==> src/hw/rtl/sbt_pkg.sv <==
// Types, character classes and token codes for the source byte tokenizer.
package sbt_pkg;

   typedef enum logic [4:0] {
      TK_LET     = 5'd0,
      TK_FN      = 5'd1,
      TK_IF      = 5'd2,
      TK_ELSE    = 5'd3,
      TK_FOR     = 5'd4,
      TK_IDENT   = 5'd5,
      TK_INT     = 5'd6,
      TK_STRING  = 5'd7,
      TK_LBRACE  = 5'd8,
      TK_RBRACE  = 5'd9,
      TK_LPAREN  = 5'd10,
      TK_RPAREN  = 5'd11,
      TK_COLON   = 5'd12,
      TK_SEMI    = 5'd13,
      TK_ASSIGN  = 5'd14,
      TK_PLUS    = 5'd15,
      TK_MINUS   = 5'd16,
      TK_MUL     = 5'd17,
      TK_DIV     = 5'd18,
      TK_DOT     = 5'd19,
      TK_EOF     = 5'd20,
      TK_UNKNOWN = 5'd21
   } token_kind_type;

   typedef enum logic [5:0] {
      M_IDLE    = 6'b000001,
      M_SLASH   = 6'b000010,
      M_COMMENT = 6'b000100,
      M_WORD    = 6'b001000,
      M_NUMBER  = 6'b010000,
      M_STRING  = 6'b100000
   } lex_mode_type;

   typedef struct packed {
      token_kind_type kind;
      logic [15:0]    line;
      logic [15:0]    col;
      logic [31:0]    offset;
      logic [15:0]    length;
      logic           last;
   } token_type;

   localparam logic [7:0]  CHAR_LF    = 8'h0A;
   localparam logic [7:0]  CHAR_SLASH = 8'h2F;
   localparam logic [7:0]  CHAR_QUOTE = 8'h22;
   localparam logic [15:0] LEN_MAX    = 16'hFFFF;

   // First bytes of a word, first byte in the low byte.
   localparam logic [31:0] KW_FN   = 32'h0000_6E66;
   localparam logic [31:0] KW_IF   = 32'h0000_6669;
   localparam logic [31:0] KW_LET  = 32'h0074_656C;
   localparam logic [31:0] KW_FOR  = 32'h0072_6F66;
   localparam logic [31:0] KW_ELSE = 32'h6573_6C65;

   function automatic logic is_space(input logic [7:0] b);
      return (b inside {[8'h09:8'h0D], 8'h20});
   endfunction

   function automatic logic is_digit(input logic [7:0] b);
      return (b inside {[8'h30:8'h39]});
   endfunction

   function automatic logic is_word_start(input logic [7:0] b);
      return (b inside {[8'h41:8'h5A], [8'h61:8'h7A], 8'h5F});
   endfunction

   function automatic logic is_word(input logic [7:0] b);
      return is_word_start(b) || is_digit(b);
   endfunction

   function automatic token_kind_type punct_kind(input logic [7:0] b);
      token_kind_type k;
      case (b)
         8'h7B: k = TK_LBRACE;
         8'h7D: k = TK_RBRACE;
         8'h28: k = TK_LPAREN;
         8'h29: k = TK_RPAREN;
         8'h3A: k = TK_COLON;
         8'h3B: k = TK_SEMI;
         8'h3D: k = TK_ASSIGN;
         8'h2B: k = TK_PLUS;
         8'h2D: k = TK_MINUS;
         8'h2A: k = TK_MUL;
         8'h2E: k = TK_DOT;
         default: k = TK_UNKNOWN;
      endcase
      return k;
   endfunction

   function automatic token_kind_type word_kind(input logic [15:0] len,
                                                input logic [31:0] prefix);
      token_kind_type k;
      k = TK_IDENT;
      if (len == 16'd2 && prefix == KW_FN) begin
         k = TK_FN;
      end else if (len == 16'd2 && prefix == KW_IF) begin
         k = TK_IF;
      end else if (len == 16'd3 && prefix == KW_LET) begin
         k = TK_LET;
      end else if (len == 16'd3 && prefix == KW_FOR) begin
         k = TK_FOR;
      end else if (len == 16'd4 && prefix == KW_ELSE) begin
         k = TK_ELSE;
      end
      return k;
   endfunction

endpackage

==> src/hw/rtl/source_byte_tokenizer.sv <==
// Streaming lexer: one source byte per word in, position-tagged tokens out.
//
//   channel  dir  handshake              payload
//   req      in   req_valid/req_ready    req_action, req_source_byte
//   rsp      out  rsp_valid/rsp_ready    rsp_token_*, rsp_run_last
//
// Each accepted byte updates the lexer state in the same cycle and pushes
// 0, 1 or 2 tokens into a 4-entry result queue; a byte can be taken every
// cycle while req_ready is high. The result side drains one token per cycle
// while rsp_ready is high, so the queue sets the rate when bytes average more
// than one token. req_ready is high while the queue has room for two tokens.
// Synchronous reset empties the queue and returns the lexer to line 1, column 1.
module source_byte_tokenizer #(
   parameter int OFFSET_BITS = 32,
   parameter int LINE_BITS   = 16
) (
   input  logic        clock,
   input  logic        reset,
   input  logic        req_valid,
   output logic        req_ready,
   input  logic        req_action,
   input  logic [7:0]  req_source_byte,
   output logic        rsp_valid,
   input  logic        rsp_ready,
   output logic [4:0]  rsp_token_kind,
   output logic [15:0] rsp_token_line,
   output logic [15:0] rsp_token_col,
   output logic [31:0] rsp_token_offset,
   output logic [15:0] rsp_token_length,
   output logic        rsp_run_last
);
   import sbt_pkg::*;

   typedef logic [LINE_BITS-1:0]   line_type;
   typedef logic [OFFSET_BITS-1:0] off_type;

   lex_mode_type mode_ff, mode_in;
   line_type     line_ff, line_in;
   line_type     col_ff, col_in;
   off_type      off_ff, off_in;
   line_type     anchor_col_ff, anchor_col_in;
   off_type      start_off_ff, start_off_in;
   logic [15:0]  len_ff, len_in;
   logic [31:0]  prefix_ff, prefix_in;

   token_type    queue_ff [4];
   logic [1:0]   wr_ptr_ff, wr_ptr_in;
   logic [1:0]   rd_ptr_ff, rd_ptr_in;
   logic [2:0]   count_ff, count_in;

   logic         accept, pop, is_end, run_idle;
   logic [7:0]   b;
   line_type     line_inc, col_inc, col_base, col_base_inc;
   off_type      off_inc;
   logic [15:0]  len_inc;
   logic         pend_valid, sec_valid;
   token_type    pend_tok, sec_tok, first_tok, second_tok;
   logic [1:0]   n_push;

   function automatic line_type sat_inc(input line_type v);
      return (&v) ? v : v + 1'b1;
   endfunction

   function automatic logic [15:0] sat16(input line_type v);
      return (64'(v) > 64'hFFFF) ? 16'hFFFF : 16'(v);
   endfunction

   function automatic logic [31:0] sat32(input off_type v);
      return (64'(v) > 64'hFFFF_FFFF) ? 32'hFFFF_FFFF : 32'(v);
   endfunction

   assign req_ready = (count_ff < 3'd3);
   assign accept    = req_valid & req_ready;
   assign rsp_valid = (count_ff != 3'd0);
   assign pop       = rsp_valid & rsp_ready;

   always_comb begin
      b            = req_source_byte;
      is_end       = req_action | (b == 8'h00);
      line_inc     = sat_inc(line_ff);
      col_inc      = sat_inc(col_ff);
      col_base     = (mode_ff == M_SLASH) ? col_inc : col_ff;
      col_base_inc = sat_inc(col_base);
      off_inc      = (&off_ff) ? off_ff : off_ff + 1'b1;
      len_inc      = (len_ff == LEN_MAX) ? len_ff : len_ff + 16'd1;

      mode_in       = mode_ff;
      line_in       = line_ff;
      col_in        = col_ff;
      off_in        = off_ff;
      anchor_col_in = anchor_col_ff;
      start_off_in  = start_off_ff;
      len_in        = len_ff;
      prefix_in     = prefix_ff;
      pend_valid    = 1'b0;
      sec_valid     = 1'b0;
      run_idle      = 1'b0;

      // pending slash, word, number or string
      pend_tok.line   = sat16(line_ff);
      pend_tok.col    = sat16(anchor_col_ff);
      pend_tok.offset = sat32(start_off_ff);
      pend_tok.length = len_ff;
      pend_tok.last   = 1'b0;
      case (mode_ff)
         M_SLASH: begin
            pend_tok.kind   = TK_DIV;
            pend_tok.length = 16'd1;
         end
         M_WORD:   pend_tok.kind = word_kind(len_ff, prefix_ff);
         M_NUMBER: pend_tok.kind = TK_INT;
         M_STRING: pend_tok.kind = TK_STRING;
         default:  pend_tok.kind = TK_IDENT;
      endcase

      sec_tok.kind   = TK_EOF;
      sec_tok.line   = sat16(line_ff);
      sec_tok.col    = sat16(col_base);
      sec_tok.offset = sat32(off_ff);
      sec_tok.length = 16'd0;
      sec_tok.last   = 1'b0;

      if (is_end) begin
         pend_valid    = (mode_ff == M_SLASH) || (mode_ff == M_WORD) ||
                         (mode_ff == M_NUMBER) || (mode_ff == M_STRING);
         sec_valid     = 1'b1;
         mode_in       = M_IDLE;
         line_in       = line_type'(1);
         col_in        = line_type'(1);
         off_in        = '0;
         anchor_col_in = line_type'(1);
         start_off_in  = '0;
         len_in        = 16'd0;
         prefix_in     = 32'd0;
      end else begin
         off_in = off_inc;
         case (mode_ff)
            M_SLASH: begin
               if (b == CHAR_SLASH) begin
                  mode_in = M_COMMENT;
               end else begin
                  pend_valid = 1'b1;
                  run_idle   = 1'b1;
               end
            end
            M_COMMENT: begin
               if (b == CHAR_LF) begin
                  line_in = line_inc;
                  col_in  = line_type'(1);
                  mode_in = M_IDLE;
               end
            end
            M_WORD, M_NUMBER: begin
               if ((mode_ff == M_WORD) ? is_word(b) : is_digit(b)) begin
                  if (len_ff < 16'd4) begin
                     prefix_in = prefix_ff | ({24'd0, b} << {len_ff[1:0], 3'b000});
                  end
                  len_in = len_inc;
                  col_in = col_inc;
               end else begin
                  pend_valid = 1'b1;
                  run_idle   = 1'b1;
               end
            end
            M_STRING: begin
               if (b == CHAR_QUOTE) begin
                  col_in     = col_inc;
                  pend_valid = 1'b1;
                  mode_in    = M_IDLE;
               end else begin
                  if (b == CHAR_LF) begin
                     line_in = line_inc;
                     col_in  = line_type'(1);
                  end else begin
                     col_in = col_inc;
                  end
                  len_in = len_inc;
               end
            end
            default: run_idle = 1'b1;
         endcase

         if (run_idle) begin
            mode_in = M_IDLE;
            col_in  = col_base;
            if (is_space(b)) begin
               if (b == CHAR_LF) begin
                  line_in = line_inc;
                  col_in  = line_type'(1);
               end else begin
                  col_in = col_base_inc;
               end
            end else if (b == CHAR_SLASH) begin
               anchor_col_in = col_base;
               start_off_in  = off_ff;
               mode_in       = M_SLASH;
            end else if (b == CHAR_QUOTE) begin
               anchor_col_in = col_base;
               start_off_in  = off_inc;
               len_in        = 16'd0;
               col_in        = col_base_inc;
               mode_in       = M_STRING;
            end else if (is_word_start(b) || is_digit(b)) begin
               anchor_col_in = col_base;
               start_off_in  = off_ff;
               len_in        = 16'd1;
               prefix_in     = {24'd0, b};
               col_in        = col_base_inc;
               mode_in       = is_digit(b) ? M_NUMBER : M_WORD;
            end else begin
               sec_valid      = 1'b1;
               sec_tok.kind   = punct_kind(b);
               sec_tok.length = (sec_tok.kind == TK_UNKNOWN) ? 16'd0 : 16'd1;
               col_in         = col_base_inc;
            end
         end
      end

      n_push          = {1'b0, pend_valid} + {1'b0, sec_valid};
      first_tok       = pend_valid ? pend_tok : sec_tok;
      first_tok.last  = (n_push == 2'd1);
      second_tok      = sec_tok;
      second_tok.last = 1'b1;
   end

   always_comb begin
      wr_ptr_in = wr_ptr_ff;
      rd_ptr_in = rd_ptr_ff + {1'b0, pop};
      count_in  = count_ff - {2'b00, pop};
      if (accept) begin
         wr_ptr_in = wr_ptr_ff + n_push;
         count_in  = count_ff + {1'b0, n_push} - {2'b00, pop};
      end
   end

   always_ff @(posedge clock) begin
      if (reset) begin
         mode_ff       <= M_IDLE;
         line_ff       <= line_type'(1);
         col_ff        <= line_type'(1);
         off_ff        <= '0;
         anchor_col_ff <= line_type'(1);
         start_off_ff  <= '0;
         len_ff        <= 16'd0;
         prefix_ff     <= 32'd0;
         wr_ptr_ff     <= 2'd0;
         rd_ptr_ff     <= 2'd0;
         count_ff      <= 3'd0;
      end else begin
         if (accept) begin
            mode_ff       <= mode_in;
            line_ff       <= line_in;
            col_ff        <= col_in;
            off_ff        <= off_in;
            anchor_col_ff <= anchor_col_in;
            start_off_ff  <= start_off_in;
            len_ff        <= len_in;
            prefix_ff     <= prefix_in;
         end
         wr_ptr_ff <= wr_ptr_in;
         rd_ptr_ff <= rd_ptr_in;
         count_ff  <= count_in;
      end
   end

   always_ff @(posedge clock) begin
      if (accept && n_push != 2'd0) begin
         queue_ff[wr_ptr_ff] <= first_tok;
      end
      if (accept && n_push == 2'd2) begin
         queue_ff[wr_ptr_ff + 2'd1] <= second_tok;
      end
   end

   assign rsp_token_kind   = queue_ff[rd_ptr_ff].kind;
   assign rsp_token_line   = queue_ff[rd_ptr_ff].line;
   assign rsp_token_col    = queue_ff[rd_ptr_ff].col;
   assign rsp_token_offset = queue_ff[rd_ptr_ff].offset;
   assign rsp_token_length = queue_ff[rd_ptr_ff].length;
   assign rsp_run_last     = queue_ff[rd_ptr_ff].last;

endmodule

==> config.mk <==
export PLATFORM = sky130hd
export DESIGN_NAME = source_byte_tokenizer
export DESIGN_NICKNAME = d
export VERILOG_FILES = /design/src/hw/rtl/sbt_pkg.sv /design/src/hw/rtl/source_byte_tokenizer.sv
export SDC_FILE = /design/constraint.sdc
export NUM_CORES = 1
export LEC_CHECK = 0
export BUFFER_PORTS_ARGS = -buffer_cell sky130_fd_sc_hd__buf_2
export CAP_MARGIN = 20
export CELL_PAD_IN_SITES_DETAIL_PLACEMENT = 0
export CELL_PAD_IN_SITES_GLOBAL_PLACEMENT = 1
export CORE_MARGIN = 2
export CORE_UTILIZATION = 38
export CTS_CLUSTER_DIAMETER = 80
export DETAILED_ROUTE_END_ITERATION = 16
export PLACE_DENSITY = 0.63
export SLEW_MARGIN = 25
export SYNTH_ARGS = -nofsm -noshare
export SYNTH_HDL_FRONTEND = slang
export SYNTH_SLANG_ARGS = --single-unit
==> constraint.sdc <==
create_clock -name clock -period 5.9 [get_ports clock]
set_clock_uncertainty 0.1 [all_clocks]
set_input_delay 0.295 -clock clock [delete_from_list [all_inputs] [get_ports clock]]
set_output_delay 0.295 -clock clock [all_outputs]
set_load 0.01 [all_outputs]
After elaboration in Yosys (flattened, before gate mapping)
Memory sizes are Yosys's and may differ from the RTL's. A register that Yosys moved wholly into a read port is not among the register bits. Index checks and enable logic that the tools add are counted.

Register bits after elaboration: 173. Latch bits: 0. Memories: 1. RAM bits: 344. Memory bits (read-only): 0. Word-level logic and storage cells: 223.

Memory list: queue_ff (depth 4, width 86, read ports 1, clocked after memory_dff 1, wr ports 2, RTL line source_byte_tokenizer.sv:46) `token_type queue_ff [4];`.

Muxes and demuxes: 113. Shifts and indexed selects: 1. Reduce and logical (&&, ||, !) cells: 33. Div/mod/pow operators: 0. Add/sub/neg operators: 12. Order comparisons: 10. $mul: 0. Equality and inequality tests: 38. Bitwise logic cells: 4.

Operator list (number): 16-bit two-way mux (35); 32-bit two-way mux (17); 8-bit by 6-bit equality test with 1-bit output, second input constant (12); 86-bit two-way mux (1); 5-bit two-way mux (14); 16-bit by 1-bit adder with 16-bit output, second input constant (4); 32-bit by 15-bit equality test with 1-bit output, second input constant (2); 32-bit by 23-bit equality test with 1-bit output, second input constant (2); 16-bit one-hot mux with 2 select lines (2); 5-bit one-hot mux with 11 select lines (1); 6-bit two-way mux (8); 16-bit one-hot mux with 3 select lines (1); 16-bit AND reduction (3); 32-bit by 1-bit adder with 32-bit output, second input constant (1); 16-bit by 2-bit equality test with 1-bit output, second input constant (2); 32-bit by 31-bit equality test with 1-bit output, second input constant (1); 32-bit bitwise OR (1); 32-bit AND reduction (1); 8-bit by 5-bit left shift with 32-bit output (1); 8-bit by 7-bit equality test with 1-bit output, second input constant (3); 1-bit two-way mux (23); 5-bit one-hot mux with 4 select lines (1); 3-bit two-way mux (6); 6-bit one-hot mux with 3 select lines (1); 42 further kinds (68).

Logic depth before layout (Yosys ltp)
Gate-level depths: netlist of the first run.

Depth in word-level cells: 19. Depth in mapped cells: 18. Gate-level depth less buffers: 15.

Worst setup path after synthesis of the first run
Ideal clock, no wire load.

Kind: register -> register. Start: reg mode_ff[5]. End: mem queue_ff[0][17] (netlist name) (enable). Library setup time: 458 ps. Arrival time: 5666 ps. Clock period less this slack: 6224 ps. Cell stages (with the launch flop): 15. Setup slack: -324 ps. Required time: 5342 ps. Path through: dfxtp_1 -> clkbuf_1 -> or4_1 -> a311o_1 -> a31oi_1 -> o31ai_2 -> a22oi_2 -> inv_2 -> ha_1 -> or4_1 -> clkbuf_1 -> and2_1 -> clkbuf_1 -> inv_1 -> clkbuf_1.

RTL lines: start, declared (RTL line source_byte_tokenizer.sv:37) `lex_mode_type mode_ff, mode_in;`; start signal, assigned (RTL line source_byte_tokenizer.sv:251) `mode_ff <= mode_in;`; end, declared (RTL line source_byte_tokenizer.sv:46).

==> out/metrics.yaml, run 1 <==
htree_levels: 2
post-place-ws_ns: 1.073
overflow: 0
p_switching_mw: 3.081
post_cts_buffers: 0
die_area_um2: 69880
fmax_ghz: 0.2062
drive_gt1_share_pct: 15.82
tightest_slew_ns: 1.019
ant_nets: 0
dpl-instance-area_um2: 27020
finalCritPeriodShare_pct: 82.19
layout_commonest_cell: "edfxtp_1"
synthFlopType: "edfxtp_1"
cp.arrival_ns: 5.12
clkPwrFrac_pct: 36.3
avgSynthCellArea_um2: 10.54
areaGrowthSynthToFinish_pct: 12.55
first_iter_violations: 1825
io_pins: 101
clk_latency_ns: 0.61
path_class: "reg2reg"
status: "finished, final reports clean"
critPathCaptureType: "flop"
required_ns: 6.17
cts-root-buf: "clkbuf_16"
vias: 20180
synth_area_um2: 25760
fin_util_pct: 43.17
pwr-share-seq_pct: 41.9
post_cts_resized: 0
irDropWorstVdd_mv: 0.3125
p_per_area_nw_per_um2: 350.6
fillers: 6283
layout.nets: 2473
async_reset_ff_share_pct: 0
slew_violations: 0
antenna_found_initial: 2
die_w_um: 264.4
hold_violations: 0
p_sw_share_pct: 30.31
ys_seq_elements: 517
wl_mm: 79.03
vias_per_cell: 6.002
setup_viol: 0
power_mw: 10.16
first_global_vias: 19770
core_area_um2: 67160
synth.distinct_cells: 84
place.gp.congestion: 0.8777
cts_tree: "done"
portBuffers: 100
tns_ns: 0
antennaDiodeCount: 0
setup.worst_path.start_class: "flop"
synthesis.nets: 2475
drc: 0
chipHeight_um: 264.4
final_cell_mix: "edfxtp_1, nor2_1, dfxtp_1"
place_hpwl_mm: 48.42
grt_setup_unrepaired: "no"
crit_path_max_fanout: 28
num_rows: 95
grt_max_degree: 86
cts_buffers: 58
cts_buffer_depth: 3
grt_usage_pct: 22.25
postCtsHoldBufs: 2
dr.pass1.iters: 5
yosysSeqAreaShare_pct: 51.06
syn_inst: 2444
cts.clk_slew.worst_paths_ns: 0.06
p_comb_share_pct: 21.8
period_needed_ns: 4.849
fin_ws_ns: 1.051
grt_pass1_wl_mm: 121.3
relSlewSlack_pct: 31.53
p_int_mw: 7.084
p_leak_nw: 9.486
start_util_pct: 38.35
design_area_um2: 28990
wire_per_inst_um: 23.50
hold_class: "in2reg"
cts_num_sinks: 517
synth_edf_count: 280
ys_warn_count: 0
drv_cap: 0
## final timing paths
kind,from,to,cells after the start,slack (ns)
setup / recovery,mode_ff[1],queue_ff[0][68],13,1.05
hold / removal,req_source_byte[3],prefix_ff[3],3,0.06
setup reg to reg,mode_ff[1],queue_ff[0][68],13,1.05
hold reg to reg,prefix_ff[15],prefix_ff[15],1,0.37
## final cells by class
| type | instances | area [µm²] | share of cell area, % |
|---|---|---|---|
| sequential | 517 | 13160 | 45.40 |
| multi-input combinational | 1673 | 11660 | 40.22 |
| tap | 873 | 1092 | 3.768 |
| timing repair buffer | 161 | 1016 | 3.505 |
| clock inverter | 33 | 349.1 | 1.204 |
| inverter | 31 | 121.4 | 0.4187 |
| clock buffer | 75 | 1590 | 5.486 |
## per-stage QoR
stage	hold slack, ns	std cells
final	0.05850	3363
after floorplan	0.3302	2444
after global routing	0.06770	3363
after global placement	0.3430	3253
after CTS	0.004752	3363
after detailed placement	0.3531	3253
## state kept, by name, summed over array words and instances (netlist names)
signal and count:
prefix_ff 32, start_off_ff 32, count_ff 3, anchor_col_ff 16, line_ff 16, off_ff 32, mode_ff 6, queue_ff 344
len_ff 16, rd_ptr_ff 2, wr_ptr_ff 2, col_ff 16
## Yosys cell counts (all sizes together), types with 9 or more instances
master,instances,area (µm²)
edfxtp,280,8408
clkbuf,171,641.9
buf,52,264.0
a311oi,14,122.6
dfxtp,237,4745
o2bb2ai,13,113.9
and4,10,87.58
nand2,186,698.2
a22o,188,1647
nor3,55,275.3
nand2b,12,75.07
or3,20,125.1
nor2,253,959.7
xor2,28,245.2
or2,10,62.56
a211oi,14,105.1
inv,31,116.4
mux4,86,1937
xnor2,28,245.2
and3,20,125.1
and2,70,437.9
nor2b,15,93.84
mux2i,9,90.09
nand4,32,200.2
a22oi,59,447.9
a21oi,132,668.1
nor4,30,257.8
or4,13,101.4
o21ai,148,744.5
o22ai,41,256.5
ha,17,212.7
nand3,55,275.3
a31oi,22,137.6
## worst max-delay path, cell delays in order, from the launching register on
cell and delay (ns):
dfxtp_1 0.34, or4_1 0.61, nor3b_1 0.46, a31oi_1 0.30
o31ai_2 0.49, a22oi_2 0.18, inv_2 0.28, ha_1 0.30
or4_1 0.15, and2_1 0.13, buf_4 0.26, clkinv_2 0.43
buf_4 0.38, and2_1 0.18
## per-layer routing
metal	global-route usage (%)	vias up	wire length [µm]
li1	-	9274	-
met1	30.41	10120	34700
met2	37.31	664	38220
met3	2.703	123	4234
met4	6.189	0	1871
met5	0	-	0
## cells by family after synthesis
group                    Yosys count  synth area share (%)
AO/OA/AOI/OAI                    698                 18.79
adder cells (fa/ha/maj)           19                0.9424
flip-flops                       517                 51.06
multiplexers                      95                 7.869
AND/OR/NAND/NOR                  805                 15.46
XOR/XNOR                          56                 1.904
buffers and inverters            254                 3.969
## power groups by stage
stage	clock network, mW	registers, mW	logic, mW
after detailed placement	0	4.34	2.24
after global routing	3.90	4.29	2.38
after global placement	0	4.33	2.23
after CTS	3.77	4.26	2.25
final	3.69	4.25	2.22
after floorplan	0	4.19	1.46
Power figures use the tool's default switching activity.
==> run 2: changes to the inputs <==
PLACE_DENSITY = 0.61   (was 0.63)
clock period = 5 ns   (was 5.9 ns; I/O delays follow)
==> run 2 against run 1 <==
Against the previous run:
- global-route usage up 0.66 points
- first-iteration DRC count is 0.38% higher
- design area grew 1.1%
- sequential share of layout area fell by 0.48 points
- sequential power up 18%
- non-clock buffer count increased by 23
- combinational power increased by 21%
- cell count up 0.77%
==> out/metrics.yaml, run 2 (synthesized netlist as in run 1, its figures left out) <==
post-place-ws_ns: 0.5276  # -0.5450 ns
cts_buffer_depth: 3  # unchanged
overflow: 0  # unchanged
top_register: "queue_ff"
hold_class: "in2reg"
path_class: "reg2reg"
core_area_um2: 67160  # unchanged
setup_viol: 0  # unchanged
layout.nets: 2496  # +0.93%
status: "finished, final reports clean"
clk_latency_ns: 0.63  # +0.02 ns
ant_nets: 0  # unchanged
p_leak_nw: 9.636  # +1.6%
cts_num_sinks: 517  # unchanged
die_area_um2: 69880  # unchanged
place.gp.congestion: 0.8754  # -0.26%
fillers: 6315  # +0.51%
slew_violations: 0  # unchanged
antenna_found_initial: 1  # -1
vias: 20160  # -0.14%
fin_ws_ns: 0.4727  # -0.5784 ns
layout_commonest_cell: "edfxtp_1"
cts-root-buf: "clkbuf_16"
tightest_slew_ns: 0.9484  # -0.07011 ns
drive_gt1_share_pct: 16.34  # +0.52 points
dr.pass1.iters: 6  # +1
cp.arrival_ns: 4.93  # -0.19 ns
finalCritPeriodShare_pct: 90.55  # +8.4 points
grt_max_degree: 83  # -3.5%
hold_violations: 0  # unchanged
largest_reg_flops: 344  # unchanged
fmax_ghz: 0.2209  # +7.1%
grt_setup_unrepaired: "no"
p_per_area_nw_per_um2: 412.4  # +18%
irDropWorstVdd_mv: 0.2299  # -26%
critPathCaptureType: "flop"
grt_usage_pct: 22.91  # +0.66 points
num_rows: 95  # unchanged
place_hpwl_mm: 50.37  # +4.0%
post_cts_buffers: 0  # unchanged
period_needed_ns: 4.527  # -0.3216 ns
fin_util_pct: 43.63  # +0.46 points
crit_path_max_fanout: 5  # -82%
wire_per_inst_um: 23.92  # +1.8%
first_iter_violations: 1832  # +0.38%
whs_ns: 0.03936  # -0.01914 ns
areaGrowthSynthToFinish_pct: 13.75
first_global_vias: 20060  # +1.5%
drc: 0  # unchanged
setup.worst_path.start_class: "flop"
cts_tree: "done"
cts_buffers: 58  # unchanged
drv_cap: 0  # unchanged
chipHeight_um: 264.4  # unchanged
grt_pass1_wl_mm: 124.0  # +2.2%
htree_levels: 2  # unchanged
relSlewSlack_pct: 36.77  # +5.2 points
rrSetupSlack_ns: 0.47  # -0.58 ns
io_pins: 101  # unchanged
start_util_pct: 38.35  # unchanged
cts.clk_slew.worst_paths_ns: 0.06  # about the same
wl_mm: 81.06  # +2.6%
die_w_um: 264.4  # unchanged
portBuffers: 100  # unchanged
required_ns: 5.40  # -0.77 ns
tns_ns: 0  # unchanged
vias_per_cell: 5.947  # -0.91%
final_cell_mix: "edfxtp_1, nor2_1, dfxtp_1"
## run 2: report_power, final
group          internal, mW  switching [mW]  total [mW]
Clock                  2.55            1.83        4.38
Combinational          1.04            1.64        2.68
Sequential             4.79           0.242        5.03
Total                  8.38            3.71        12.1
## run 2: repair_timing
item	4_1_cts	5_1_grt
endpoints found under the setup margin	0	0
hold buffers	4	0
hold endpoints to repair	13	0
gates resized for setup	0	0
## run 2: final cells by class
type / count / area [µm²] / area share (%)
sequential: 517 / 13160 / 44.92
multi-input combinational: 1673 / 11650 / 39.78
inverter: 31 / 121.4 / 0.4142
timing repair buffer: 184 / 1319 / 4.501
clock inverter: 32 / 320.3 / 1.093
clock buffer: 78 / 1629 / 5.560
tap: 873 / 1092 / 3.728
antenna: 1 / 2.502 / 0.008541
## run 2: critical path, cell delays in order, from the launching register on
cell and delay [ns]:
dfxtp_1 0.34, or4_1 0.61, nor3b_1 0.47, a31oi_1 0.30
o31ai_2 0.52, a22oi_2 0.21, ha_1 0.39, inv_1 0.09
ha_1 0.27, inv_1 0.04, ha_1 0.19, fa_1 0.39
xnor2_1 0.18, a211oi_1 0.09, a21oi_1 0.15, nor2_1 0.05
## run 2: final timing paths
path / from / end / cells past startpoint
setup / recovery: mode_ff[1] / count_ff[2] / 15
hold / removal: req_source_byte[2] / prefix_ff[2] / 3
hold reg to reg: queue_ff[1][9] / queue_ff[1][9] / 1
setup reg to reg: mode_ff[1] / count_ff[2] / 15
## run 2: stage by stage
step,power [mW],std cells,instance area (µm²)
2_1_floorplan,6.663,2444,25770
4_1_cts,12.24,3388,29300
5_1_grt,12.58,3388,29300
3_5_place_dp,7.835,3274,27310
3_3_place_gp,7.801,3274,27300
6_report,12.08,3389,29300
## run 2: routing by layer
layer,vias up,wire [µm],global-route usage [%]
met5,-,0,0
li1,9338,-,-
met2,626,39640,39.10
met4,0,1841,6.235
met3,121,3778,2.778
met1,10070,35800,30.79
